File: src/sv/dpbp_pkg.sv
// ----------------------------------------------------------------------------
// dpbp_pkg
// Shared widths, constants, register indexes and types for the depth pixel
// back-projection block.
// ----------------------------------------------------------------------------
package dpbp_pkg;

    // pixel position counters
    localparam int COORD_BITS  = 12;
    localparam int COORD_LIMIT = 1 << COORD_BITS;

    // field and register widths
    localparam int SIZE_W     = 13;
    localparam int CENTER_W   = 16;
    localparam int INV_W      = 24;
    localparam int DEPTH_W    = 16;
    localparam int POINT_W    = 32;
    localparam int CFG_DATA_W = 24;
    localparam int CFG_ADDR_W = 3;

    // width for frame size compares
    localparam int CMP_W = (SIZE_W > COORD_BITS + 1) ? SIZE_W : COORD_BITS + 1;

    // arithmetic widths of the projection datapath
    localparam int POS_Q4_W    = COORD_BITS + 4;
    localparam int MAG_W       = (POS_Q4_W > CENTER_W) ? POS_Q4_W : CENTER_W;
    localparam int PROD1_W     = MAG_W + DEPTH_W;
    localparam int PROD2_W     = PROD1_W + INV_W;
    localparam int ROUND_SHIFT = 24;
    localparam int QUOT_W      = PROD2_W - ROUND_SHIFT;

    localparam logic [POINT_W-1:0] SAT_POS = {1'b0, {(POINT_W-1){1'b1}}};
    localparam logic [POINT_W-1:0] SAT_NEG = {1'b1, {(POINT_W-1){1'b0}}};

    // queue between front and back
    localparam int QUEUE_DEPTH = 4;
    localparam int QUEUE_PTR_W = $clog2(QUEUE_DEPTH);
    localparam int QUEUE_CNT_W = $clog2(QUEUE_DEPTH + 1);

    // back-end pipeline length
    localparam int PIPE_STAGES = 4;

    // register reset values
    localparam logic [SIZE_W-1:0]   RST_FRAME_WIDTH  = SIZE_W'(320);
    localparam logic [SIZE_W-1:0]   RST_FRAME_HEIGHT = SIZE_W'(240);
    localparam logic [CENTER_W-1:0] RST_CENTER_X     = CENTER_W'(2552);
    localparam logic [CENTER_W-1:0] RST_CENTER_Y     = CENTER_W'(1907);
    localparam logic [INV_W-1:0]    RST_INV_FOCAL_X  = INV_W'(55281);
    localparam logic [INV_W-1:0]    RST_INV_FOCAL_Y  = INV_W'(55281);

    // configuration register indexes
    typedef enum logic [CFG_ADDR_W-1:0] {
        REG_FRAME_WIDTH  = 3'd0,
        REG_FRAME_HEIGHT = 3'd1,
        REG_CENTER_X     = 3'd2,
        REG_CENTER_Y     = 3'd3,
        REG_INV_FOCAL_X  = 3'd4,
        REG_INV_FOCAL_Y  = 3'd5
    } cfg_reg_t;

    // classified pixel as handed from front to back
    typedef struct packed {
        logic [COORD_BITS-1:0] col;
        logic [COORD_BITS-1:0] row;
        logic [DEPTH_W-1:0]    depth;
        logic                  point_valid;
        logic                  frame_end;
    } pixel_t;

    // per-pixel data carried alongside the arithmetic
    typedef struct packed {
        logic [DEPTH_W-1:0] depth;
        logic               point_valid;
        logic               frame_end;
    } side_t;

endpackage

File: src/sv/dpbp_queue.sv
// ----------------------------------------------------------------------------
// dpbp_queue
// Short first-in first-out queue of classified pixels between the front and
// the back, so that each side stalls on its own.
// ----------------------------------------------------------------------------
module dpbp_queue import dpbp_pkg::*; (
    input  logic   aclk,
    input  logic   aresetn,
    input  logic   push,
    input  pixel_t push_item,
    input  logic   pop,
    output pixel_t pop_item,
    output logic   full,
    output logic   empty
);

    pixel_t                 queue_mem [QUEUE_DEPTH];
    logic [QUEUE_PTR_W-1:0] wr_ptr_reg, wr_ptr_next;
    logic [QUEUE_PTR_W-1:0] rd_ptr_reg, rd_ptr_next;
    logic [QUEUE_CNT_W-1:0] count_reg, count_next;

    assign full     = (count_reg == QUEUE_CNT_W'(QUEUE_DEPTH));
    assign empty    = (count_reg == '0);
    assign pop_item = queue_mem[rd_ptr_reg];

    // storage
    always_ff @(posedge aclk) begin
        if (push) begin
            queue_mem[wr_ptr_reg] <= push_item;
        end
    end

    // pointers and fill level
    always_comb begin
        wr_ptr_next = push ? wr_ptr_reg + QUEUE_PTR_W'(1) : wr_ptr_reg;
        rd_ptr_next = pop ? rd_ptr_reg + QUEUE_PTR_W'(1) : rd_ptr_reg;
        count_next  = count_reg;
        if (push && !pop) begin
            count_next = count_reg + QUEUE_CNT_W'(1);
        end else if (pop && !push) begin
            count_next = count_reg - QUEUE_CNT_W'(1);
        end
    end

    always_ff @(posedge aclk) begin
        if (!aresetn) begin
            wr_ptr_reg <= '0;
            rd_ptr_reg <= '0;
            count_reg  <= '0;
        end else begin
            wr_ptr_reg <= wr_ptr_next;
            rd_ptr_reg <= rd_ptr_next;
            count_reg  <= count_next;
        end
    end

    // checks
    a_no_overflow: assert property (@(posedge aclk) disable iff (!aresetn)
        !(push && full))
        else $error("queue pushed while full");

    a_no_underflow: assert property (@(posedge aclk) disable iff (!aresetn)
        !(pop && empty))
        else $error("queue popped while empty");

    a_fill_step: assert property (@(posedge aclk) disable iff (!aresetn)
        (push && !pop) |=> (count_reg == $past(count_reg) + QUEUE_CNT_W'(1)))
        else $error("queue fill level did not follow a lone push");

endmodule

File: config.mk
export PLATFORM = sky130hd
export DESIGN_NAME = dpbp_queue
export DESIGN_NICKNAME = d
export VERILOG_FILES = /design/src/sv/dpbp_pkg.sv /design/src/sv/dpbp_queue.sv
export SDC_FILE = /design/constraint.sdc
export NUM_CORES = 1
export LEC_CHECK = 0
export ABC_CLOCK_PERIOD_IN_PS = 2200
export BUFFER_PORTS_ARGS = -buffer_cell sky130_fd_sc_hd__buf_2
export CAP_MARGIN = 20
export CELL_PAD_IN_SITES_DETAIL_PLACEMENT = 2
export CELL_PAD_IN_SITES_GLOBAL_PLACEMENT = 2
export CORE_ASPECT_RATIO = 1.5
export CORE_MARGIN = 4
export CORE_UTILIZATION = 45
export CTS_BUF_LIST = sky130_fd_sc_hd__clkbuf_8
export DETAILED_ROUTE_END_ITERATION = 10
export GPL_TIMING_DRIVEN = 0
export PLACE_DENSITY = 0.75
export SLEW_MARGIN = 10
export SYNTH_ARGS = -nofsm -noshare
export SYNTH_HDL_FRONTEND = slang
export SYNTH_SLANG_ARGS = --single-unit
export TNS_END_PERCENT = 20
File: constraint.sdc
create_clock -name aclk -period 2.2 [get_ports aclk]
set_input_delay 0.33 -clock aclk [delete_from_list [all_inputs] [get_ports aclk]]
set_output_delay 0.33 -clock aclk [all_outputs]
set_load 0.01 [all_outputs]
# Yosys cells after proc, flatten, opt, wreduce, memory -nomap -nowiden
# Memory sizes are Yosys's and may differ from the RTL's. A register that Yosys moved wholly into a read port is not among the register bits.
# Cells that the tools add are included.
[op_classes]
n_addsub = 4
n_eq_ne = 1
muxes = 6
n_reduce_logical = 6
[op_table]
columns = ["cell", "count"]
rows = [
  ["$mux W3", 2],
  ["$add A2 B1 Y2 const B", 2],
  ["$mux W2", 2],
  ["$add A3 B1 Y3 const B", 1],
  ["$eq A3 B3 Y1 const B", 1],
  ["$logic_not A3 Y1", 1],
  ["$sub A3 B1 Y3 const B", 1],
  ["$logic_and A1 B1 Y1", 2],
  ["$logic_not A1 Y1", 2],
  ["$mux W1", 2],
  ["$reduce_bool A2 Y1", 1],
]
[word_totals]
reg_bits = 7
ramBits = 168
input_bits = 46
out_inout_bits = 44
wordCells = 21
memories = 1
[memory_table]
columns = ["memory", "words", "word_bits", "rd", "rd_ports_with_merged_regs", "wr", "line", "text"]
rows = [
  ["queue_mem", 4, 42, 1, 1, 1, "dpbp_queue.sv:17", "pixel_t queue_mem [QUEUE_DEPTH];"],
]

# Depth between registers and ports, before layout
# Gate-level depths: netlist of run 1.
[depth]
depth_word = 4
ltp_mapped = 7
depth_no_buf = 7

# Least setup slack after synthesis of run 1
# No wires, ideal clock.
[synth_path]
kind = "register to register"
start = "register wr_ptr_reg[0]"
end = "memory queue_mem[2][0] in the netlist's numbering, enable pin"
setup_time_ps = 403
t_arrival_ps = 1554
required_ps = 1797
slack_ps = 243
path_stages_with_launch = 4
path_buffers = 0
period_less_slack_ps = 1957
path_cell_list = "dfxtp_1 -> inv_1 -> ha_1 -> and2_1"
[synth_rtl]
columns = ["element", "line", "text"]
rows = [
  ["start, declared", "dpbp_queue.sv:18", "logic [QUEUE_PTR_W-1:0] wr_ptr_reg, wr_ptr_next;"],
  ["start signal, assigned", "dpbp_queue.sv:51", "wr_ptr_reg <= wr_ptr_next;"],
  ["end, declared", "dpbp_queue.sv:17", ""],
]
# Straight into the memory's write port.

==> results of run 1 <==
-- logic make-up after synthesis --
| group | count (synthesis) |
|---|---|
| AO/OA/AOI/OAI | 2 |
| XOR/XNOR | 5 |
| AND/OR/NAND/NOR | 15 |
| flip-flops | 177 |
| buffers and inverters | 14 |
| multiplexers | 44 |
| adder cells (fa/ha/maj) | 6 |
-- layout make-up --
class	instances	area, µm²	area share [%]
Clock buffer	17	234	3.02
Tap cell	192	240	3.10
Buffer	9	125	1.61
Clock inverter	15	146	1.89
Timing Repair Buffer	94	558	7.20
Sequential cell	177	5230	67.4
Multi-Input combinational cell	72	1210	15.6
Inverter	4	15.0	0.194
-- how the worst max path moves through the flow --
stage	startpoint	end	slack [ps]	depth (start not counted)
final	flip-flop	pop_item[14]	90	4
after global routing	flip-flop	pop_item[14]	-10	4
after CTS	flip-flop	pop_item[3]	20	4
after global placement	wr_ptr_reg[0]	queue_mem[0][15]	-580	3
after floorplan	wr_ptr_reg[0]	queue_mem[2][0]	240	3
after detailed placement	push	count_reg[2]	330	7
-- power by group --
group	total [µW]	internal [µW]	switching, µW	leakage (µW)
Combinational	802	394	408	0.000830
Sequential	3920	3860	58.2	0.00162
Clock	2160	937	1220	0.000193
Total	6880	5190	1690	0.00264
-- layout by cell type, fill, tap and decap left out, drive strengths merged --
cell / instances
a21boi: 1
and2: 9
buf: 103
bufinv: 1
clkbuf: 17
clkinv: 3
clkinvlp: 1
dfxtp: 9
edfxtp: 168
fa: 1
ha: 5
inv: 14
mux2i: 2
mux4: 42
nand2: 1
nor2b: 2
nor3: 1
nor3b: 1
o21ai: 1
or3: 1
xnor2: 2
xor2: 3
-- stage by stage --
step / setup slack (ps) / util, %
6_report: 88.3 / 54.9
3_3_place_gp: -576 / 51.3
5_1_grt: -10.7 / 54.9
3_5_place_dp: 326 / 51.9
2_1_floorplan: 243 / -
4_1_cts: 19.8 / 54.7
-- repair_timing --
| item | in CTS | in global routing |
|---|---|---|
| resized for setup | 5 | 5 |
| buffers inserted | 1 | 0 |
| cloned | 0 | 0 |
| setup endpoints to repair | 40 | 8 |
-- per-layer routing --
| metal | up-vias | wire (µm) |
|---|---|---|
| met2 | 60 | 8070 |
| met4 | 0 | 137 |
| met3 | 8 | 422 |
| li1 | 1326 | - |
| met1 | 1591 | 4940 |
| met5 | - | 0 |
==> flow_metrics.env, run 1 <==
export IMPL_globalRoute_totalOverflow=0
export IMPL_yosys_area_share_simple_pct=1.39
export IMPL_tightest_slew_ps=485
export IMPL_rsz0062_at_grt="yes"
export IMPL_ios=90
export IMPL_wl_per_cell_um=23.4
export IMPL_hold_depth=1
export IMPL_cp_required_ps=1870
export IMPL_synth_edff_count=168
export IMPL_critPathArrivalTime_ps=1780
export IMPL_dieArea_mm2=0.0166
export IMPL_yosysWarnings=0
export IMPL_cts_tree="built"
export IMPL_slowest_delay_ps=540
export IMPL_largest_register_ffs=168
export IMPL_synth_compound_area_share_pct=0.191
export IMPL_grt_pass1_vias=3556
export IMPL_track_usage_pct=17.6
export IMPL_reg2reg_depth=4
export IMPL_cp_max_fo=10
export IMPL_drive_gt1_share_pct=45.6
export IMPL_finalSetupViolations=0
export IMPL_crit_buf_inv=3
export IMPL_drtIter0Drc=125
export IMPL_relSlewSlack_pct=67.7
export IMPL_syn_num_nets=315
export IMPL_synth_async_sr_flop_share_pct=0
export IMPL_vias=2985
export IMPL_clk_latency_ps=440
export IMPL_antenna_found_initial=0
export IMPL_post_route_period_util_pct=96.0
export IMPL_grt_max_degree=29
export IMPL_final_nets=427
export IMPL_rr_startpoint="wr_ptr_reg[0]"
export IMPL_synth_top_family_by_area="multiplexers"
export IMPL_grt_pass1_wl_um=21300
export IMPL_dpl_hpwl_um=9120
export IMPL_ys_ff_latch=177
export IMPL_drtAntennaViolNets=0
export IMPL_min_period_ps=2110
export IMPL_clkSinkCount=177
export IMPL_r2r_slack_ps=540
export IMPL_use_met2_pct=32.7
export IMPL_synth_top_area_share_pct=76.9
export IMPL_n_antenna_cell=0
export IMPL_portBuffers=89
export IMPL_peakVddDrop_mv=0.451
export IMPL_hold_viol=0
export IMPL_fin_skew_ps=8.13
export IMPL_path_delay_family="multiplexers"
export IMPL_fmax_mhz=474
export IMPL_final_cells=580
export IMPL_ys_types=22
export IMPL_drc=0
export IMPL_cts_path_max_buffers=2
export IMPL_die_w_um=107
export IMPL_routed_wl_um=13600
export IMPL_holdCritPathClass="input pin to flip-flop"
export IMPL_numCtsBuffers=17
export IMPL_whs_endpoint="queue_mem[1][18]"
export IMPL_whs_ps=93.8
export IMPL_globalplace_congestion=0.667
export IMPL_r2r_end="queue_mem[2][17]"
export IMPL_maxCapViolations=0
export IMPL_core_area_mm2=0.0141
export IMPL_synthFlopType="edfxtp_1"
export IMPL_timing_critical_path_slowest_stage_cell="mux4_2"
export IMPL_outcome="finished, final reports clean"
export IMPL_syn_area_mm2=0.00656
export IMPL_met3_usage_pct=3.69
export IMPL_hold_buffers=0
export IMPL_place_area_mm2=0.00733
export IMPL_syn_inst=263
export IMPL_cp_start_kind="flip-flop"
export IMPL_htree_levels=4
export IMPL_worstSetupEndpointType="primary output"
export IMPL_synth_seq_area_share_pct=79.7
export IMPL_num_rows=53
export IMPL_p_leak_uw=0.00264
export IMPL_area_growth_syn_to_layout_pct=18.2
export IMPL_synth_commonest_cells="edfxtp_1 (168), mux4_2 (40), and2_1 (9), dfxtp_1 (9), ha_1 (5)"
export IMPL_synthMuxAreaShare_pct=14.8
export IMPL_synth_xor_area_share_pct=0.668
export IMPL_start_util_pct=46.4
export IMPL_dpl_cell_count=548
export IMPL_vias_per_cell=5.15
export IMPL_synthTopCellsByArea="edfxtp_1 (77%), mux4_2 (14%), dfxtp_1 (2.7%), buf_12 (1.2%), ha_1 (0.95%)"
export IMPL_grtUsageMet1_pct=20.2
export IMPL_critPathKind="flip-flop to primary output"
export IMPL_root_buffer="clkbuf_8"
export IMPL_busiest_layer="met2"
export IMPL_drv_slew=0
export IMPL_p_total_uw=6880
export IMPL_n_fill_cell=1197
export IMPL_crit_chain="buf_8 -> buf_12 -> mux4_2 -> buf_6"
export IMPL_synthAdderAreaFrac_pct=1.26
export IMPL_synth_top_cell_by_area="edfxtp_1"
export IMPL_path_clk_slew_ps=100
export IMPL_fin_area_mm2=0.00775
export IMPL_avgSynthCellArea_um2=24.9
export IMPL_die_h_um=156
export IMPL_tns_ps=0
export IMPL_worstHoldStart="push_item[18]"
export IMPL_synth_most_common_cell="edfxtp_1"
export IMPL_dr_pass1_iters=4
export IMPL_powerDensity_mw_per_mm2=887
No activity file was read; power rests on OpenSTA's default activity.
==> inputs of run 2 (changes only) <==
--- a/config.mk
+++ b/config.mk
@@ -15,4 +15,5 @@
 export CORE_UTILIZATION = 45
 export CTS_BUF_LIST = sky130_fd_sc_hd__clkbuf_8
+export CTS_CLUSTER_DIAMETER = 200
 export DETAILED_ROUTE_END_ITERATION = 10
 export GPL_TIMING_DRIVEN = 0
==> constraint.sdc (replaced) <==
create_clock -name aclk -period 2.2 [get_ports aclk]
set_input_delay 0.44 -clock aclk [delete_from_list [all_inputs] [get_ports aclk]]
set_output_delay 0.44 -clock aclk [all_outputs]
set_load 0.01 [all_outputs]
==> run 2 against run 1 <==
Against the previous run: clock skew hardly changed; the run now ends with setup timing left; die area stayed put; non-clock buffer count is 5 higher; sequential share of layout area is 2.5 points lower; largest cell class unchanged.
==> flow_metrics.env, run 2 (synthesized netlist as in run 1, its figures left out) <==
export IMPL_outcome="complete, but fails checks"
export IMPL_failed_checks="setup timing"
export IMPL_critPathKind="flip-flop to primary output"
export IMPL_final_cells=586
export IMPL_dr_pass1_iters=4
export IMPL_track_usage_pct=17.7
export IMPL_numCtsBuffers=17
export IMPL_path_clk_slew_ps=100
export IMPL_cts_tree="built"
export IMPL_die_h_um=156
export IMPL_worstSetupEndpointType="primary output"
export IMPL_cp_required_ps=1760
export IMPL_p_int_uw=5320
export IMPL_crit_buf_inv=3
export IMPL_hold_viol=0
export IMPL_htree_levels=4
export IMPL_drive_gt1_share_pct=46.6
export IMPL_fmax_mhz=447
export IMPL_die_w_um=107
export IMPL_mostFrequentLayoutCells="edfxtp_1 (168), buf_2 (58), mux4_2 (41)"
export IMPL_holdCritPathClass="input pin to flip-flop"
export IMPL_globalRoute_totalOverflow=0
export IMPL_setup_ws_ps=-39.4
export IMPL_swShare_pct=24.6
export IMPL_clkSinkCount=177
export IMPL_root_buffer="clkbuf_8"
export IMPL_dpl_cell_count=548
export IMPL_reg2reg_depth=4
export IMPL_cpMostUsedCell="buf_12"
export IMPL_core_area_mm2=0.0141
export IMPL_min_period_ps=2240
export IMPL_cp_start_kind="flip-flop"
export IMPL_start_util_pct=46.4
export IMPL_hold_buffers=0
export IMPL_dieArea_mm2=0.0166
export IMPL_drc=0
export IMPL_cts_path_max_buffers=2
export IMPL_cp_max_fo=6
export IMPL_globalplace_congestion=0.667
export IMPL_critPathArrivalTime_ps=1800
export IMPL_post_route_period_util_pct=102
export IMPL_grt_max_degree=29
export IMPL_pwr_share_comb_pct=13.7
export IMPL_drtAntennaViolNets=0
export IMPL_r2r_end="queue_mem[2][29]"
export IMPL_portBuffers=89
export IMPL_dpl_hpwl_um=9120
export IMPL_busiest_layer="met2"
export IMPL_use_met2_pct=32.5
export IMPL_r2r_slack_ps=530
export IMPL_n_fill_cell=1164
export IMPL_met3_usage_pct=3.81
export IMPL_ios=90
export IMPL_relSlewSlack_pct=66.8
export IMPL_largest_register_ffs=168
export IMPL_crit_chain="buf_12 -> buf_12 -> mux4_2 -> buf_6"
export IMPL_area_growth_syn_to_layout_pct=22.8
export IMPL_tightest_slew_ps=499
export IMPL_routed_wl_um=14300
export IMPL_fin_area_mm2=0.00806
export IMPL_rr_startpoint="wr_ptr_reg[0]"
export IMPL_tns_ps=-755
export IMPL_rsz0062_at_grt="yes"
export IMPL_vias_per_cell=5.18
export IMPL_num_rows=53
export IMPL_power_switching_uw=1730
export IMPL_powerDensity_mw_per_mm2=876
export IMPL_grt_pass1_vias=3524
export IMPL_grt_pass1_wl_um=21400
export IMPL_fin_skew_ps=8.04
export IMPL_power_frac_seq_pct=55.6
export IMPL_path_delay_family="multiplexers"
export IMPL_vias=3034
export IMPL_clk_latency_ps=450
export IMPL_grtUsageMet1_pct=20.7
export IMPL_place_area_mm2=0.00733
export IMPL_peakVddDrop_mv=0.446
export IMPL_slowest_delay_ps=530
export IMPL_drv_slew=0
export IMPL_timing_critical_path_slowest_stage_cell="mux4_2"
export IMPL_wl_per_cell_um=24.3
export IMPL_final_nets=432
export IMPL_crit_end="pop_item[14]"
export IMPL_antenna_found_initial=1
export IMPL_p_leak_uw=0.00275
export IMPL_final_common_cell="edfxtp_1"
export IMPL_maxCapViolations=0
export IMPL_clock_power_share_pct=30.7
export IMPL_cp_num_cells=4
export IMPL_drtIter0Drc=162
export IMPL_finalSetupViolations=38
run 2: how the worst min path moves through the flow:
stage / cells after the start / start / end
floorplan: 2 / count_reg[2] / count_reg[2]
global placement: 2 / count_reg[2] / count_reg[2]
detailed placement: 2 / count_reg[2] / count_reg[2]
CTS: 1 / push_item[18] / queue_mem[0][18]
global route: 1 / push_item[6] / queue_mem[3][6]
finish: 1 / push_item[18] / queue_mem[3][18]
run 2: routing by layer:
layer,up-vias,part of all wire [%]
li1,1336,-
met1,1624,37
met2,62,58
met3,12,3.2
met4,0,1.4
met5,-,0
run 2: metrics by stage:
stage	hold slack (ps)	utilization [%]	setup slack (ps)	total power (µW)
after floorplan	472	-	243	4440
after global placement	499	51.3	-656	4730
after detailed placement	536	51.9	216	4800
after CTS	174	55.7	-93.8	7050
after global routing	171	57.0	-127	7370
final	201	57.0	-39.4	7050
run 2: what timing repair did:
item	in CTS	in global routing
cloned	1	4
hold endpoints to repair	0	0
setup endpoints to repair	40	41
setup buffers	1	0
resized for setup	26	16
run 2: layout make-up:
class / count / area [µm²] / share of cell area [%]
clock buffers: 17 / 234 / 2.90
diodes: 1 / 2.50 / 0.0311
repair buffers: 99 / 855 / 10.6
multi-input cells: 72 / 1200 / 15.0
clock inverters: 15 / 146 / 1.82
inverters: 4 / 15.0 / 0.186
plain buffers: 9 / 130 / 1.62
well taps: 192 / 240 / 2.98
flip-flops and latches: 177 / 5230 / 64.9
run 2: power groups by stage:
stage,logic (µW),registers (µW),clock network [µW]
global placement,749,3980,0
finish,964,3920,2170
detailed placement,806,3990,0
CTS,897,3920,2230
global route,1040,3940,2390
floorplan,471,3970,0
==> inputs of run 3 (changes only) <==
- CORE_ASPECT_RATIO: 1.5 -> 2
==> run 3 against run 2 <==
Against the previous run: clock power down 5%; setup slack worse by 2.2 ps; sequential cell count is the same; power is 1.4% lower; utilization fell by 1.1 points; the run still ends with setup timing left; first-iteration DRC count rose by 3.1%; final cell count decreased by 0.34%; sequential share of layout area is 0.21 points higher; via count barely moved.
==> flow_metrics.env, run 3 (synthesized netlist as in run 1, its figures left out) <==
export IMPL_outcome="complete, but fails checks"
export IMPL_failed_checks="setup timing"
export IMPL_dieArea_mm2=0.0167
export IMPL_cts_tree="built"
export IMPL_clk_latency_ps=450
export IMPL_root_buffer="clkbuf_8"
export IMPL_portBuffers=89
export IMPL_fin_skew_ps=11.7
export IMPL_cts_setup_buffers=0
export IMPL_hold_buffers=0
export IMPL_ios=90
export IMPL_p_total_uw=6960
export IMPL_mostFrequentLayoutCells="edfxtp_1 (168), buf_2 (57), mux4_2 (40)"
export IMPL_core_area_mm2=0.0144
export IMPL_cts_path_max_buffers=2
export IMPL_peakVddDrop_mv=0.425
export IMPL_grt_pass1_wl_um=20200
export IMPL_num_rows=62
export IMPL_drtAntennaViolNets=0
export IMPL_relSlewSlack_pct=65.9
export IMPL_final_common_cell="edfxtp_1"
export IMPL_tightest_slew_ps=511
export IMPL_path_clk_slew_ps=100
export IMPL_whs_endpoint="queue_mem[2][19]"
export IMPL_drc=0
export IMPL_die_w_um=93.4
export IMPL_critPathKind="flip-flop to primary output"
export IMPL_clkSinkCount=177
export IMPL_finish_utilization_pct=56.0
export IMPL_cp_required_ps=1760
export IMPL_wl_per_cell_um=23.9
export IMPL_rr_startpoint="wr_ptr_reg[0]"
export IMPL_largest_register_ffs=168
export IMPL_globalplace_congestion=0.679
export IMPL_dpl_hpwl_um=8990
export IMPL_drv_slew=0
export IMPL_final_nets=431
export IMPL_area_growth_syn_to_layout_pct=22.4
export IMPL_grt_max_degree=28
export IMPL_whs_ps=199
export IMPL_cp_start_kind="flip-flop"
export IMPL_r2r_end="queue_mem[0][26]"
export IMPL_r2r_slack_ps=490
export IMPL_vias=3033
export IMPL_finalSetupViolations=29
export IMPL_post_route_period_util_pct=102
export IMPL_dr_pass1_iters=4
export IMPL_worstSetupEndpointType="primary output"
export IMPL_critPathArrivalTime_ps=1800
export IMPL_n_antenna_cell=0
export IMPL_numCtsBuffers=17
export IMPL_cp_max_fo=5
export IMPL_hold_viol=0
export IMPL_grt_pass1_vias=3467
export IMPL_die_h_um=179
export IMPL_setup_ws_ps=-41.6
export IMPL_globalRoute_totalOverflow=0
export IMPL_vias_per_cell=5.19
export IMPL_reg2reg_depth=4
export IMPL_min_period_ps=2240
export IMPL_p_leak_uw=0.00274
export IMPL_maxCapViolations=0
export IMPL_rsz0062_at_grt="yes"
export IMPL_routed_wl_um=14000
export IMPL_drtIter0Drc=167
export IMPL_powerDensity_mw_per_mm2=866
export IMPL_antenna_found_initial=1
export IMPL_htree_levels=4
export IMPL_start_util_pct=45.7
export IMPL_track_usage_pct=16.8
export IMPL_holdCritPathClass="input pin to flip-flop"
export IMPL_drive_gt1_share_pct=46.4
export IMPL_worstHoldStart="push_item[19]"
export IMPL_fmax_mhz=446
export IMPL_hold_depth=1
==> run 3: area by class of cell <==
cell class                 count  area (µm²)
buffer                         9         130
fill                        1214        6320
clock inverter                15         123
tap                          192         240
multi-input combinational     72        1210
sequential                   177        5230
inverter                       4        15.0
clock buffer                  17         234
timing repair buffer          98         851
==> run 3: worst max-delay path, stage by stage, from the launching register on <==
cell and delay [ps]:
dfxtp_4 390, buf_12 150, buf_12 130, mux4_2 550
buf_6 150
==> run 3: worst max path at each step <==
| stage | to | cells after the start | slack, ps |
|---|---|---|---|
| floorplan | queue_mem[2][0] | 3 | 240 |
| global placement | queue_mem[0][39] | 2 | -650 |
| detailed placement | count_reg[2] | 7 | 200 |
| CTS | pop_item[26] | 4 | -80 |
| global route | pop_item[20] | 4 | -110 |
| finish | pop_item[26] | 4 | -40 |
==> run 3: where the power goes <==
part / leakage, µW / switching (µW) / internal (µW)
logic: 0.000943 / 446 / 523
registers: 0.00162 / 60.1 / 3860
clock network: 0.000183 / 1250 / 820
==> run 3: what timing repair did <==
action                                  in CTS  in global routing
cloned                                       0                  5
resized for setup                           29                 12
endpoints found under the setup margin      40                 40
==> run 3: stage by stage <==
step                setup WS (ps)  instance area [µm²]  TNS, ps  cells
floorplan                     243                 6560        0    263
global placement             -649                 7240  -106760    544
detailed placement            204                 7330        0    548
CTS                         -81.9                 7840    -1180    579
global route                 -112                 8030    -3400    584
finish                      -41.6                 8030     -532    584
==> run 3: layer usage <==
metal,track usage [%],wire [µm]
met1,18.2,4990
met2,31.7,8300
met3,4.37,517
met4,4.77,126
met5,0,12
