<file path="src/sv/dpbp_pkg.sv">
// ----------------------------------------------------------------------------
// dpbp_pkg
// Shared widths, constants, register indexes and types for the depth pixel
// back-projection block.
// ----------------------------------------------------------------------------
package dpbp_pkg;

    // pixel position counters
    localparam int COORD_BITS  = 12;
    localparam int COORD_LIMIT = 1 << COORD_BITS;

    // field and register widths
    localparam int SIZE_W     = 13;
    localparam int CENTER_W   = 16;
    localparam int INV_W      = 24;
    localparam int DEPTH_W    = 16;
    localparam int POINT_W    = 32;
    localparam int CFG_DATA_W = 24;
    localparam int CFG_ADDR_W = 3;

    // width for frame size compares
    localparam int CMP_W = (SIZE_W > COORD_BITS + 1) ? SIZE_W : COORD_BITS + 1;

    // arithmetic widths of the projection datapath
    localparam int POS_Q4_W    = COORD_BITS + 4;
    localparam int MAG_W       = (POS_Q4_W > CENTER_W) ? POS_Q4_W : CENTER_W;
    localparam int PROD1_W     = MAG_W + DEPTH_W;
    localparam int PROD2_W     = PROD1_W + INV_W;
    localparam int ROUND_SHIFT = 24;
    localparam int QUOT_W      = PROD2_W - ROUND_SHIFT;

    localparam logic [POINT_W-1:0] SAT_POS = {1'b0, {(POINT_W-1){1'b1}}};
    localparam logic [POINT_W-1:0] SAT_NEG = {1'b1, {(POINT_W-1){1'b0}}};

    // queue between front and back
    localparam int QUEUE_DEPTH = 4;
    localparam int QUEUE_PTR_W = $clog2(QUEUE_DEPTH);
    localparam int QUEUE_CNT_W = $clog2(QUEUE_DEPTH + 1);

    // back-end pipeline length
    localparam int PIPE_STAGES = 4;

    // register reset values
    localparam logic [SIZE_W-1:0]   RST_FRAME_WIDTH  = SIZE_W'(320);
    localparam logic [SIZE_W-1:0]   RST_FRAME_HEIGHT = SIZE_W'(240);
    localparam logic [CENTER_W-1:0] RST_CENTER_X     = CENTER_W'(2552);
    localparam logic [CENTER_W-1:0] RST_CENTER_Y     = CENTER_W'(1907);
    localparam logic [INV_W-1:0]    RST_INV_FOCAL_X  = INV_W'(55281);
    localparam logic [INV_W-1:0]    RST_INV_FOCAL_Y  = INV_W'(55281);

    // configuration register indexes
    typedef enum logic [CFG_ADDR_W-1:0] {
        REG_FRAME_WIDTH  = 3'd0,
        REG_FRAME_HEIGHT = 3'd1,
        REG_CENTER_X     = 3'd2,
        REG_CENTER_Y     = 3'd3,
        REG_INV_FOCAL_X  = 3'd4,
        REG_INV_FOCAL_Y  = 3'd5
    } cfg_reg_t;

    // classified pixel as handed from front to back
    typedef struct packed {
        logic [COORD_BITS-1:0] col;
        logic [COORD_BITS-1:0] row;
        logic [DEPTH_W-1:0]    depth;
        logic                  point_valid;
        logic                  frame_end;
    } pixel_t;

    // per-pixel data carried alongside the arithmetic
    typedef struct packed {
        logic [DEPTH_W-1:0] depth;
        logic               point_valid;
        logic               frame_end;
    } side_t;

endpackage

</file>
<file path="src/sv/dpbp_front.sv">
// ----------------------------------------------------------------------------
// dpbp_front
// Accepts depth beats, tracks column and row against the frame size and
// tags each pixel with its position, validity and end of frame.
// ----------------------------------------------------------------------------
module dpbp_front import dpbp_pkg::*; (
    input  logic               aclk,
    input  logic               aresetn,
    input  logic               s_valid,
    output logic               s_ready,
    input  logic [DEPTH_W-1:0] s_depth_mm,
    input  logic [SIZE_W-1:0]  frame_width,
    input  logic [SIZE_W-1:0]  frame_height,
    input  logic               queue_full,
    output logic               push,
    output pixel_t             push_item
);

    logic [COORD_BITS-1:0] col_reg, col_next;
    logic [COORD_BITS-1:0] row_reg, row_next;
    logic [CMP_W-1:0]      width_eff;
    logic [CMP_W-1:0]      height_eff;
    logic                  row_end;
    logic                  last_row;

    // zero acts as one, oversize clips to the counter range
    function automatic logic [CMP_W-1:0] eff_size(input logic [SIZE_W-1:0] size);
        logic [CMP_W-1:0] ext;
        ext = CMP_W'(size);
        if (size == '0) begin
            return CMP_W'(1);
        end
        if (ext > CMP_W'(COORD_LIMIT)) begin
            return CMP_W'(COORD_LIMIT);
        end
        return ext;
    endfunction

    // position classification
    always_comb begin
        width_eff  = eff_size(frame_width);
        height_eff = eff_size(frame_height);
        row_end    = (CMP_W'(col_reg) + CMP_W'(1)) >= width_eff;
        last_row   = (CMP_W'(row_reg) + CMP_W'(1)) >= height_eff;
    end

    assign s_ready = !queue_full;
    assign push    = s_valid && !queue_full;

    always_comb begin
        push_item.col         = col_reg;
        push_item.row         = row_reg;
        push_item.depth       = s_depth_mm;
        push_item.point_valid = (s_depth_mm != '0);
        push_item.frame_end   = row_end && last_row;
    end

    // counter advance
    always_comb begin
        col_next = col_reg;
        row_next = row_reg;
        if (push) begin
            if (row_end) begin
                col_next = '0;
                row_next = last_row ? '0 : row_reg + COORD_BITS'(1);
            end else begin
                col_next = col_reg + COORD_BITS'(1);
            end
        end
    end

    always_ff @(posedge aclk) begin
        if (!aresetn) begin
            col_reg <= '0;
            row_reg <= '0;
        end else begin
            col_reg <= col_next;
            row_reg <= row_next;
        end
    end

endmodule

</file>
<file path="config.mk">
export PLATFORM = sky130hd
export DESIGN_NAME = dpbp_front
export DESIGN_NICKNAME = d
export VERILOG_FILES = /design/src/sv/dpbp_pkg.sv /design/src/sv/dpbp_front.sv
export SDC_FILE = /design/constraint.sdc
export NUM_CORES = 1
export LEC_CHECK = 0
export ABC_CLOCK_PERIOD_IN_PS = 5350
export BUFFER_PORTS_ARGS = -buffer_cell sky130_fd_sc_hd__buf_2
export CAP_MARGIN = 30
export CORE_ASPECT_RATIO = 0.7
export CORE_MARGIN = 3
export CORE_UTILIZATION = 24
export DETAILED_ROUTE_END_ITERATION = 8
export PLACE_DENSITY = 0.56
export RECOVER_POWER = 25
export SYNTH_ARGS = -nofsm -noshare
export SYNTH_HDL_FRONTEND = slang
export SYNTH_SLANG_ARGS = --single-unit
</file>
<file path="constraint.sdc">
create_clock -name aclk -period 5.35 [get_ports aclk]
set_input_delay 0.8025 -clock aclk [delete_from_list [all_inputs] [get_ports aclk]]
set_output_delay 0.8025 -clock aclk [all_outputs]
set_load 0.01 [all_outputs]
</file>
Word-level counts from Yosys, hierarchy flattened
Cells that the tools add are included.
{"block": "word_totals", "register_bits": 24, "in_bits": 46, "out_inout_bits": 44, "elab_cells": 33}
{"block": "classes", "add_sub_neg": 4, "order_cmp": 4, "mux": 16, "reduce_logical": 7}
{"op": "13-bit 2-to-1 mux", "n": 8}
{"op": "12-bit by 1-bit adder with 13-bit output, second input constant", "n": 2}
{"op": "13-bit >= comparator", "n": 2}
{"op": "13-bit greater-than comparator, second input constant", "n": 2}
{"op": "13-bit zero test", "n": 2}
{"op": "12-bit by 1-bit adder with 12-bit output, second input constant", "n": 2}
{"op": "12-bit 2-to-1 mux", "n": 2}
{"op": "16-bit nonzero test", "n": 1}
{"op": "1-bit 2-to-1 mux", "n": 6}
{"op": "1-bit logical AND", "n": 2}
{"op": "2-bit AND reduction", "n": 1}
{"op": "1-bit zero test", "n": 1}

Depth between registers and ports, before layout
Gate-level depths: netlist (run 1).
{"block": "logic_depth", "ltp_word": 7, "depth_mapped": 14, "ltp_nobuf": 12}

Least setup slack after synthesis (run 1)
Ideal clock, no wire load.
{"block": "synth_path", "path_kind": "register -> output", "startpoint": "register col_reg[2]", "endpoint": "output push_item[0] in the netlist's numbering", "arrival_ps": 2541, "required_ps": 4548, "path_slack_ps": 2007, "stages_incl_launch_ff": 13, "path_buffers": 1, "cell_sequence": "dfxtp_1 -> and3_1 -> nand3_1 -> or2_0 -> clkbuf_1 -> nor3_1 -> xor2_1 -> ha_1 -> nand2_1 -> o21ai_0 -> o21bai_1 -> a21oi_1 -> nor2_1"}
{"item": "from (decl)", "line": "dpbp_front.sv:19", "source": "logic [COORD_BITS-1:0] col_reg, col_next;"}
{"item": "from (signal assigned)", "line": "dpbp_front.sv:77", "source": "col_reg <= col_next;"}
{"item": "to (decl)", "line": "dpbp_front.sv:16", "source": "output pixel_t push_item"}

==> results.sh, run 1 <==
export IMPL_outcome="complete, no violations"
export IMPL_startpoint_type_of_the_worst_setup_path="flop"
export IMPL_final_period_utilization_pct=74.85
export IMPL_rr_startpoint="col_reg[2]"
export IMPL_maxSlewViolCount=0
export IMPL_synth_ff_latch_count=24
export IMPL_via_count=2189
export IMPL_flow_area_growth_from_synthesis_pct=22.63
export IMPL_cts_clk_pin_slew_worst_paths_ns=0.06
export IMPL_setup_viol=0
export IMPL_met1_usage_pct=16.30
export IMPL_crit_start="col_reg[2]"
export IMPL_total_inserted_antenna_cells=0
export IMPL_relative_max_transition_margin_pct=46.47
export IMPL_layout_min_cycle_time_ns=4.005
export IMPL_synthesis_yosys_warnings=0
export IMPL_drc=0
export IMPL_detailed_place_hpwl_microns=5004
export IMPL_start_util_pct=25.09
export IMPL_pin_count=90
export IMPL_finalHoldWorstSlack_ns=0.5427
export IMPL_mostFrequentLayoutCell="buf_2"
export IMPL_number_of_standard_cells_after_synthesis=272
export IMPL_drt_pass1_iterations=4
export IMPL_synth_area_per_cell_sq_um=7.949
export IMPL_first_global_vias=2042
export IMPL_cts_path_max_buffers=2
export IMPL_design_core_area_sq_um=8618
export IMPL_worstPathArrival_ns=3.20
export IMPL_syn_num_nets=346
export IMPL_synthesis_area_sq_um=2162
export IMPL_number_of_sinks_handled_by_clock_tree_synthesis=24
export IMPL_synth_edff_count=0
export IMPL_ys_flop_type="dfxtp_1"
export IMPL_groute_layer_met3_usage_pct=2.332
export IMPL_fill_cells=969
export IMPL_clock_fmax_mhz=249.7
export IMPL_final_cell_area_sq_um=2651
export IMPL_post_cts_gate_resize_count=0
export IMPL_antenna_violating_nets_post_route=0
export IMPL_horiz_die_dim_microns=119.4
export IMPL_post_drt_wl_per_cell_microns=12.76
export IMPL_totalWireLength_microns=5845
export IMPL_grt_start_max_net_pins=13
export IMPL_worst_endpoint_required_ns=4.55
export IMPL_seq_area_frac_synth_pct=22.22
export IMPL_hold_violations=0
export IMPL_post_cts_repair_setup_buffers=0
export IMPL_design_final_nets=414
export IMPL_tritoncts="yes"
export IMPL_globalRouteMet2Util_pct=17.26
export IMPL_holdBufCountCts=0
export IMPL_global_route_overflow_total=0
export IMPL_timing_hold_worst_start="col_reg[4]"
export IMPL_fin_worst_skew_ns=0.003101
export IMPL_maxCapViolations=0
export IMPL_worst_slack_ns=1.345
export IMPL_ir_drop_uv=140.4
export IMPL_die_area_sq_um=10200
export IMPL_numCtsBuffers=3
export IMPL_floorplan_die_height_microns=85.41
export IMPL_ctsRootBufferMaster="clkbuf_16"
export IMPL_path_max_fanout=8
export IMPL_place_area_sq_um=2597
export IMPL_worst_slew_pin_transition_ns=0.8000
export IMPL_io_buffers=89
export IMPL_grt_usage_pct=11.15
export IMPL_insertion_delay_ns=0.25
export IMPL_setup_repair_after_global_routing_missed_its_margin="no"
export IMPL_htree_num_levels=1
export IMPL_synth_cell_type_count=46
export IMPL_dp_worst_setup_slack_ns=1.610
export IMPL_critical_path_endpoint_type="output port"
export IMPL_antenna_found_initial=0
export IMPL_replace_congestion=0.7774
export IMPL_power_leakage_uw=0.001204
export IMPL_power_per_cell_area_nw_per_um2=156.0
export IMPL_hold_class="flop to flop"
export IMPL_final_core_utilization_pct=30.76
export IMPL_ys_async_sr_fraction_pct=0
export IMPL_final_layout_size_suffix_gt1_share_pct=23.37
export IMPL_busiest_layer="met2"
export IMPL_drtIter0Drc=73
export IMPL_timing_setup_tns_ns=0
export IMPL_leading_cell_types_in_the_layout_fill_and_taps_excluded="buf_2, nand2_1, ha_1, dfxtp_1, nand3_1"
export IMPL_worstSetupPathType="flop to output port"
export IMPL_vias_per_cell=4.779
export IMPL_grt_pass1_wl_microns=9556
export IMPL_fp_row_count=28
[cells in the mapped netlist (2+ instances only)]
| cell type | count | share of area [%] |
|---|---|---|
| a211o_1 | 2 | 0.81 |
| o21a_1 | 2 | 0.69 |
| nor3_1 | 5 | 1.2 |
| buf_2 | 2 | 0.46 |
| nand4_1 | 3 | 0.87 |
| nor4_1 | 9 | 2.6 |
| ha_1 | 28 | 16 |
| clkbuf_1 | 7 | 1.2 |
| a22o_1 | 9 | 3.6 |
| a21oi_1 | 10 | 2.3 |
| a211oi_1 | 2 | 0.69 |
| and2_1 | 2 | 0.58 |
| dfxtp_1 | 24 | 22 |
| nand2_1 | 39 | 6.8 |
| a2111oi_0 | 2 | 0.81 |
| a31oi_1 | 2 | 0.58 |
| xor2_1 | 7 | 2.8 |
| a32o_1 | 6 | 2.8 |
| nand2b_1 | 5 | 1.4 |
| a32oi_1 | 2 | 0.81 |
| nor2_1 | 14 | 2.4 |
| o21ai_0 | 7 | 1.6 |
| buf_4 | 16 | 5.6 |
| or3_1 | 3 | 0.87 |
| inv_1 | 6 | 1.0 |
| nor2b_1 | 5 | 1.4 |
| and3_1 | 4 | 1.2 |
| xnor2_1 | 12 | 4.9 |
| nand3_1 | 20 | 4.6 |
[per-layer routing]
metal	share of wire [%]	vias to the layer above
met3	6.8	6
li1	-	1119
met5	0	-
met4	0.96	0
met1	51	988
met2	41	76
[critical path, cell delays in order (launching register included)]
cell and delay, ns:
dfxtp_1 0.47, and3_1 0.22, nand3_1 0.17, or2_0 0.38, nor3_1 0.27, xor2_1 0.14, ha_1 0.32, nand2_1 0.05
o21ai_0 0.27, o21bai_1 0.26, a21oi_1 0.09, nor2_1 0.15, buf_2 0.15
[per-stage QoR]
stage / power [uW] / instances
3_5_place_dp: 262.1 / 455
4_1_cts: 420.6 / 458
2_1_floorplan: 234.4 / 272
5_1_grt: 434.5 / 458
3_3_place_gp: 260.9 / 455
6_report: 413.7 / 458
[cell type report]
class	instances	area (sq um)	share of cell area, %
Clock buffer	3	75.07	2.832
Sequential cell	24	480.5	18.12
Inverter	6	22.52	0.8495
Multi-Input combinational cell	216	1499	56.54
Tap cell	120	150.1	5.663
Timing Repair Buffer	89	424.2	16.00
[cells by family (layout without fill, tap and decap cells)]
group	count (synthesis)	in the layout	share of synthesized area, %
AND/OR/NAND/NOR	115	115	26.10
AO/OA/AOI/OAI	54	54	19.33
buffers and inverters	32	98	8.449
adder cells (fa/ha/maj)	28	28	16.20
flip-flops	24	24	22.22
XOR/XNOR	19	19	7.697
[where the power goes]
group	internal [uW]	leakage [uW]	total, uW	switching, uW
clock	98.7	0.0000370	157	57.9
combinational	33.0	0.000974	75.3	42.2
sequential	180	0.000193	182	1.98
total	312	0.00120	414	102
[worst paths after layout]
check            endpoint  slack, ns  depth (start not counted)
max          push_item[0]       1.35                         12
min            col_reg[4]       0.54                          1
max reg2reg    row_reg[4]       1.63                         12
min reg2reg    col_reg[4]       0.54                          1
Power figures use the tool's default switching activity.
==> inputs of run 2 (changes only) <==
- ABC_AREA: unset -> 1
- ABC_CLOCK_PERIOD_IN_PS: 5350 -> 3700
- PLACE_DENSITY: 0.56 -> 0.55
- clock period: 5.35 -> 3.7 ns (I/O delays scaled with it)
==> results.sh, run 2 <==
export IMPL_start_util_pct=25.27
export IMPL_ctsRootBufferMaster="clkbuf_16"
export IMPL_min_delay_worst_endpoint="col_reg[3]"
export IMPL_pin_count=90
export IMPL_synth_edff_count=0
export IMPL_timing_hold_worst_start="col_reg[3]"
export IMPL_power_per_cell_area_nw_per_um2=210.6
export IMPL_die_area_sq_um=11710
export IMPL_yosysTopAreaCell="nand2_1"
export IMPL_global_route_overflow_total=0
export IMPL_grt_pass1_wl_microns=11360
export IMPL_synth_ff_latch_count=24
export IMPL_post_drt_wl_per_cell_microns=11.20
export IMPL_cp_slowest_stage_delay_ns=0.29
export IMPL_maxCapViolations=0
export IMPL_hold_violations=0
export IMPL_critical_path_endpoint_type="output port"
export IMPL_seq_area_frac_synth_pct=19.19
export IMPL_clock_power_share_pct=40.1
export IMPL_synthDominantCellAreaShare_pct=21.29
export IMPL_synth_cells_most_frequent="nand2_1, inv_1, nor2_1, ha_1, dfxtp_1"
export IMPL_drt_pass1_iterations=4
export IMPL_htree_num_levels=1
export IMPL_floorplan_die_height_microns=91.46
export IMPL_final_period_utilization_pct=90.67
export IMPL_leading_cell_types_in_the_layout_fill_and_taps_excluded="nand2_1, buf_2, inv_1, nor2_1, ha_1"
export IMPL_crit_slowest_cell="or2_2"
export IMPL_io_buffers=89
export IMPL_rr_startpoint="row_reg[0]"
export IMPL_worstSetupPathType="input pin to output port"
export IMPL_finalHoldWorstSlack_ns=0.5219
export IMPL_final_layout_size_suffix_gt1_share_pct=18.61
export IMPL_startpoint_type_of_the_worst_setup_path="input pin"
export IMPL_total_inserted_antenna_cells=0
export IMPL_syn_num_nets=494
export IMPL_power_uw=634.5
export IMPL_worst_slew_pin_transition_ns=0.5292
export IMPL_ys_flop_type="dfxtp_1"
export IMPL_synth_most_common_cell="nand2_1"
export IMPL_switching_share_pct=25.55
export IMPL_power_report_internal_total_uw=472.4
export IMPL_min_delay_path_depth=2
export IMPL_grt_usage_pct=11.48
export IMPL_critical_path_cell_by_cell="buf_2 > or2_2 > nor4_1 > nand2_1 > nand2_1 > nand2_1 > o21ai_0 > ha_1 > inv_1 > nand2_1 > nand2_1 > nand2_1 > nand2_1 > nand2_1 > nand2_2 > nand2_2 > nand2_1 > inv_1 > buf_2"
export IMPL_vias_per_cell=4.404
export IMPL_design_core_area_sq_um=9910
export IMPL_layout_min_cycle_time_ns=3.355
export IMPL_p_seq_share_pct=41.5
export IMPL_regToRegEndpoint="row_reg[4]"
export IMPL_netlist_top_cells_area="nand2_1, dfxtp_1, ha_1, inv_1, nor2_1"
export IMPL_mostFrequentLayoutCell="nand2_1"
export IMPL_number_of_standard_cells_after_synthesis=420
export IMPL_path_max_fanout=12
export IMPL_replace_congestion=0.7836
export IMPL_synth_area_per_cell_sq_um=5.961
export IMPL_horiz_die_dim_microns=128.1
export IMPL_synthesis_area_sq_um=2504
export IMPL_antenna_found_initial=0
export IMPL_maxSlewViolCount=0
export IMPL_net_switching_power_uw=162.1
export IMPL_cts_path_max_buffers=2
export IMPL_numCtsBuffers=3
export IMPL_totalWireLength_microns=6908
export IMPL_synth_cell_type_count=25
export IMPL_number_of_sinks_handled_by_clock_tree_synthesis=24
export IMPL_combinational_cell_fraction_of_total_power_pct=18.3
export IMPL_power_leakage_uw=0.001689
export IMPL_setup_repair_after_global_routing_missed_its_margin="no"
export IMPL_drc=0
export IMPL_setup_viol=0
export IMPL_worst_endpoint_required_ns=3.14
export IMPL_timing_setup_tns_ns=0
export IMPL_timing_reg2reg_worst_path_depth=19
export IMPL_ys_async_sr_fraction_pct=0
export IMPL_flow_area_growth_from_synthesis_pct=20.34
export IMPL_ir_drop_uv=161.8
export IMPL_outcome="complete, no violations"
export IMPL_insertion_delay_ns=0.25
export IMPL_drtIter0Drc=181
export IMPL_fin_worst_skew_ns=0.003404
export IMPL_first_global_vias=2530
export IMPL_worstPathArrival_ns=2.80
export IMPL_critical_path_top_cell_by_count="nand2_1"
export IMPL_worst_r2r_setup_slack_ns=1.01
export IMPL_detailed_place_hpwl_microns=5868
export IMPL_antenna_violating_nets_post_route=0
export IMPL_synthesis_yosys_warnings=0
export IMPL_relative_max_transition_margin_pct=64.59
export IMPL_post_cts_gate_resize_count=0
export IMPL_holdBufCountCts=0
export IMPL_tritoncts="yes"
export IMPL_clock_fmax_mhz=298.1
export IMPL_via_count=2717
export IMPL_hold_class="flop to flop"
export IMPL_post_cts_repair_setup_buffers=0
export IMPL_grt_start_max_net_pins=25
export IMPL_fp_row_count=30
export IMPL_design_final_nets=564
export IMPL_cts_clk_pin_slew_worst_paths_ns=0.06
==> run 2: changes by cell type after synthesis, moves of 6 or more <==
| cell | delta |
|---|---|
| xnor2_1 | -11 |
| inv_1 | +50 |
| nor2_1 | +40 |
| a21oi_1 | +10 |
| nand3_1 | -9 |
| a22o_1 | -9 |
| a32o_1 | -6 |
| nand4_1 | +15 |
| nand2_1 | +103 |
==> run 2: worst max path at each step <==
| stage | startpoint | endpoint | cells after the start |
|---|---|---|---|
| 4_1_cts | frame_width[4] | push_item[0] | 19 |
| 3_3_place_gp | frame_width[4] | push_item[0] | 19 |
| 6_report | frame_width[4] | push_item[0] | 19 |
| 3_5_place_dp | frame_width[4] | push_item[0] | 19 |
| 2_1_floorplan | frame_height[4] | push_item[0] | 16 |
| 5_1_grt | frame_width[4] | push_item[0] | 19 |
==> run 2: logic make-up (layout without fill, tap and decap cells) <==
kind of cell | after synthesis | in the layout | synth area share (%)
xor+xnor | 8 | 8 | 2.799
compound gates | 27 | 27 | 5.498
fa+ha+maj | 28 | 28 | 13.99
buf+inv | 84 | 153 | 15.99
flops | 24 | 24 | 19.19
simple gates | 249 | 249 | 42.53
==> run 2: per-layer routing <==
metal / global-route usage, % / wire [microns] / up-vias
met3: 2.352 / 402 / 2
met2: 17.60 / 2770 / 74
met4: 1.148 / 12 / 0
li1: - / - / 1461
met1: 17.00 / 3721 / 1180
met5: 0 / 0 / -
==> run 2: metrics by stage <==
| stage | cell area [sq um] | util, % | instances | setup slack [ns] |
|---|---|---|---|---|
| after floorplan | 2504 | - | 420 | 0.6818 |
| after global placement | 2945 | 29.72 | 613 | 0.3586 |
| after detailed placement | 2945 | 29.72 | 613 | 0.3257 |
| after CTS | 3034 | 30.62 | 617 | 0.3190 |
| after global routing | 3013 | 30.40 | 617 | 0.07714 |
| final | 3013 | 30.40 | 617 | 0.3454 |
==> run 2: power groups by stage <==
| stage | clock (uW) | combinational, uW | sequential, uW |
|---|---|---|---|
| final | 255 | 116 | 264 |
| after global routing | 274 | 135 | 264 |
| after CTS | 266 | 120 | 263 |
| after detailed placement | 0 | 119 | 269 |
| after global placement | 0 | 117 | 269 |
| after floorplan | 0 | 77.9 | 270 |
==> run 2: area by class of cell <==
type                    instances  area (sq um)
multi-input cells             312          1623
repair buffers                 92         446.7
well taps                     128         160.2
clock buffers                   4         88.84
inverters                      57         214.0
flip-flops and latches         24         480.5
fillers                      1155          6897
==> run 2: critical path: cells and delay by family <==
kind | cells | cell delay, ns
adder cells (fa/ha/maj) | 1 | 0.29
AND/OR/NAND/NOR | 13 | 1.48
AO/OA/AOI/OAI | 1 | 0.13
buffers and inverters | 4 | 0.34
==> inputs of run 3 (changes only) <==
- ABC_CLOCK_PERIOD_IN_PS: 3700 -> 3100
- CORE_ASPECT_RATIO: 0.7 -> 1.25
- clock period: 3.7 -> 3.1 ns (I/O delays scaled with it)
==> results.sh, run 3 (synthesis results as in run 2) <==
export IMPL_pin_count=90
export IMPL_fp_row_count=41
export IMPL_setup_viol=0
export IMPL_totalWireLength_microns=6895
export IMPL_final_core_utilization_pct=31.29
export IMPL_power_uw=744.8
export IMPL_relative_max_transition_margin_pct=63.44
export IMPL_grt_usage_pct=11.17
export IMPL_timing_reg2reg_worst_path_depth=19
export IMPL_maxCapViolations=0
export IMPL_worst_slew_pin_transition_ns=0.5478
export IMPL_mostFrequentLayoutCell="nand2_1"
export IMPL_timing_hold_worst_start="col_reg[1]"
export IMPL_startpoint_type_of_the_worst_setup_path="input pin"
export IMPL_worst_endpoint_required_ns=2.63
export IMPL_power_per_cell_area_nw_per_um2=234.4
export IMPL_drtIter0Drc=50
export IMPL_detailed_place_hpwl_microns=5615
export IMPL_grt_pass1_wl_microns=11030
export IMPL_worst_slack_ns=0.1103
export IMPL_fin_worst_skew_ns=0.003195
export IMPL_final_layout_size_suffix_gt1_share_pct=24.49
export IMPL_layout_min_cycle_time_ns=2.990
export IMPL_post_drt_wl_per_cell_microns=11.07
export IMPL_hold_class="flop to flop"
export IMPL_drc=0
export IMPL_first_global_vias=2534
export IMPL_numCtsBuffers=3
export IMPL_die_area_sq_um=11700
export IMPL_worst_r2r_setup_slack_ns=0.62
export IMPL_total_inserted_antenna_cells=0
export IMPL_flow_area_growth_from_synthesis_pct=26.94
export IMPL_tritoncts="yes"
export IMPL_worstSetupPathType="input pin to output port"
export IMPL_power_leakage_uw=0.001728
export IMPL_ff_latch_area_sq_um=483.0
export IMPL_floorplan_die_height_microns=120.2
export IMPL_antenna_violating_nets_post_route=0
export IMPL_leading_cell_types_in_the_layout_fill_and_taps_excluded="nand2_1, buf_2, inv_1, nor2_1, ha_1"
export IMPL_replace_congestion=0.8130
export IMPL_timing_setup_tns_ns=0
export IMPL_place_area_sq_um=2977
export IMPL_start_util_pct=24.65
export IMPL_cts_clk_pin_slew_worst_paths_ns=0.06
export IMPL_worstPathArrival_ns=2.52
export IMPL_vias_per_cell=4.406
export IMPL_maxSlewViolCount=0
export IMPL_fill_cells=1133
export IMPL_regToRegEndpoint="row_reg[9]"
export IMPL_critical_path_endpoint_type="output port"
export IMPL_global_route_overflow_total=0
export IMPL_antenna_found_initial=0
export IMPL_ctsRootBufferMaster="clkbuf_16"
export IMPL_io_buffers=89
export IMPL_path_max_fanout=4
export IMPL_design_core_area_sq_um=10160
export IMPL_endpoint="push_item[0]"
export IMPL_ir_drop_uv=132.2
export IMPL_number_of_sinks_handled_by_clock_tree_synthesis=24
export IMPL_hold_violations=0
export IMPL_insertion_delay_ns=0.25
export IMPL_final_cell_area_sq_um=3178
export IMPL_design_final_nets=570
export IMPL_crit_start="frame_height[4]"
export IMPL_grt_start_max_net_pins=25
export IMPL_rr_startpoint="row_reg[1]"
export IMPL_drt_pass1_iterations=4
export IMPL_multiInputGateArea_sq_um=1745
export IMPL_via_count=2745
export IMPL_cts_path_max_buffers=2
export IMPL_dp_worst_setup_slack_ns=-0.03952
export IMPL_horiz_die_dim_microns=97.36
export IMPL_htree_num_levels=1
export IMPL_outcome="complete, no violations"
export IMPL_clock_fmax_mhz=334.5
export IMPL_final_period_utilization_pct=96.44
run 3: routing by layer:
layer  global-route usage (%)  part of all wire [%]  up-vias
met5                        0                     0        -
met3                    1.673                   6.8        4
li1                         -                     -     1461
met2                    20.47                    49       84
met4                    3.983                   1.2        0
met1                    13.20                    43     1196
run 3: worst min path at each step:
stage | cells past startpoint | slack (ns) | to
floorplan | 2 | 0.51 | col_reg[11]
global placement | 2 | 0.51 | col_reg[11]
detailed placement | 2 | 0.51 | col_reg[3]
CTS | 2 | 0.52 | col_reg[3]
global route | 2 | 0.54 | col_reg[1]
finish | 2 | 0.50 | col_reg[1]
run 3: power by group:
| part | internal [uW] | switching (uW) | total [uW] | leakage [uW] |
|---|---|---|---|---|
| Combinational | 63.4 | 90.6 | 154 | 0.00150 |
| Sequential | 311 | 2.40 | 314 | 0.000195 |
| Clock | 171 | 107 | 277 | 0.0000370 |
run 3: repair_timing:
action / 4_1_cts / 5_1_grt
setup buffers: 0 / 1
gates cloned: 0 / 1
gates resized for setup: 1 / 31
pin swaps: 0 / 15
setup endpoints to repair: 1 / 1
hold buffers: 0 / 0
run 3: critical path: stages:
cell	delay [ns]
buf_2	0.11
or2_4	0.24
nor4_2	0.29
nand2_1	0.14
nand2_2	0.12
buf_6	0.11
nand2_2	0.06
ha_4	0.25
nand2_1	0.06
nor2_2	0.12
nand2_1	0.08
nor2_1	0.12
nor2_2	0.06
nand2_2	0.08
nand2_2	0.07
inv_2	0.05
buf_6	0.09
run 3: layout make-up:
type,count,share of cell area [%]
clock buffers,3,2.362
inverters,57,6.732
multi-input cells,313,54.92
flip-flops and latches,24,15.20
well taps,129,5.079
repair buffers,97,15.71
run 3: metrics by stage:
| step | cells | hold slack (ns) |
|---|---|---|
| 6_report | 623 | 0.5033 |
| 5_1_grt | 623 | 0.5360 |
| 4_1_cts | 621 | 0.5214 |
| 3_5_place_dp | 618 | 0.5102 |
| 3_3_place_gp | 618 | 0.5125 |
| 2_1_floorplan | 420 | 0.5144 |
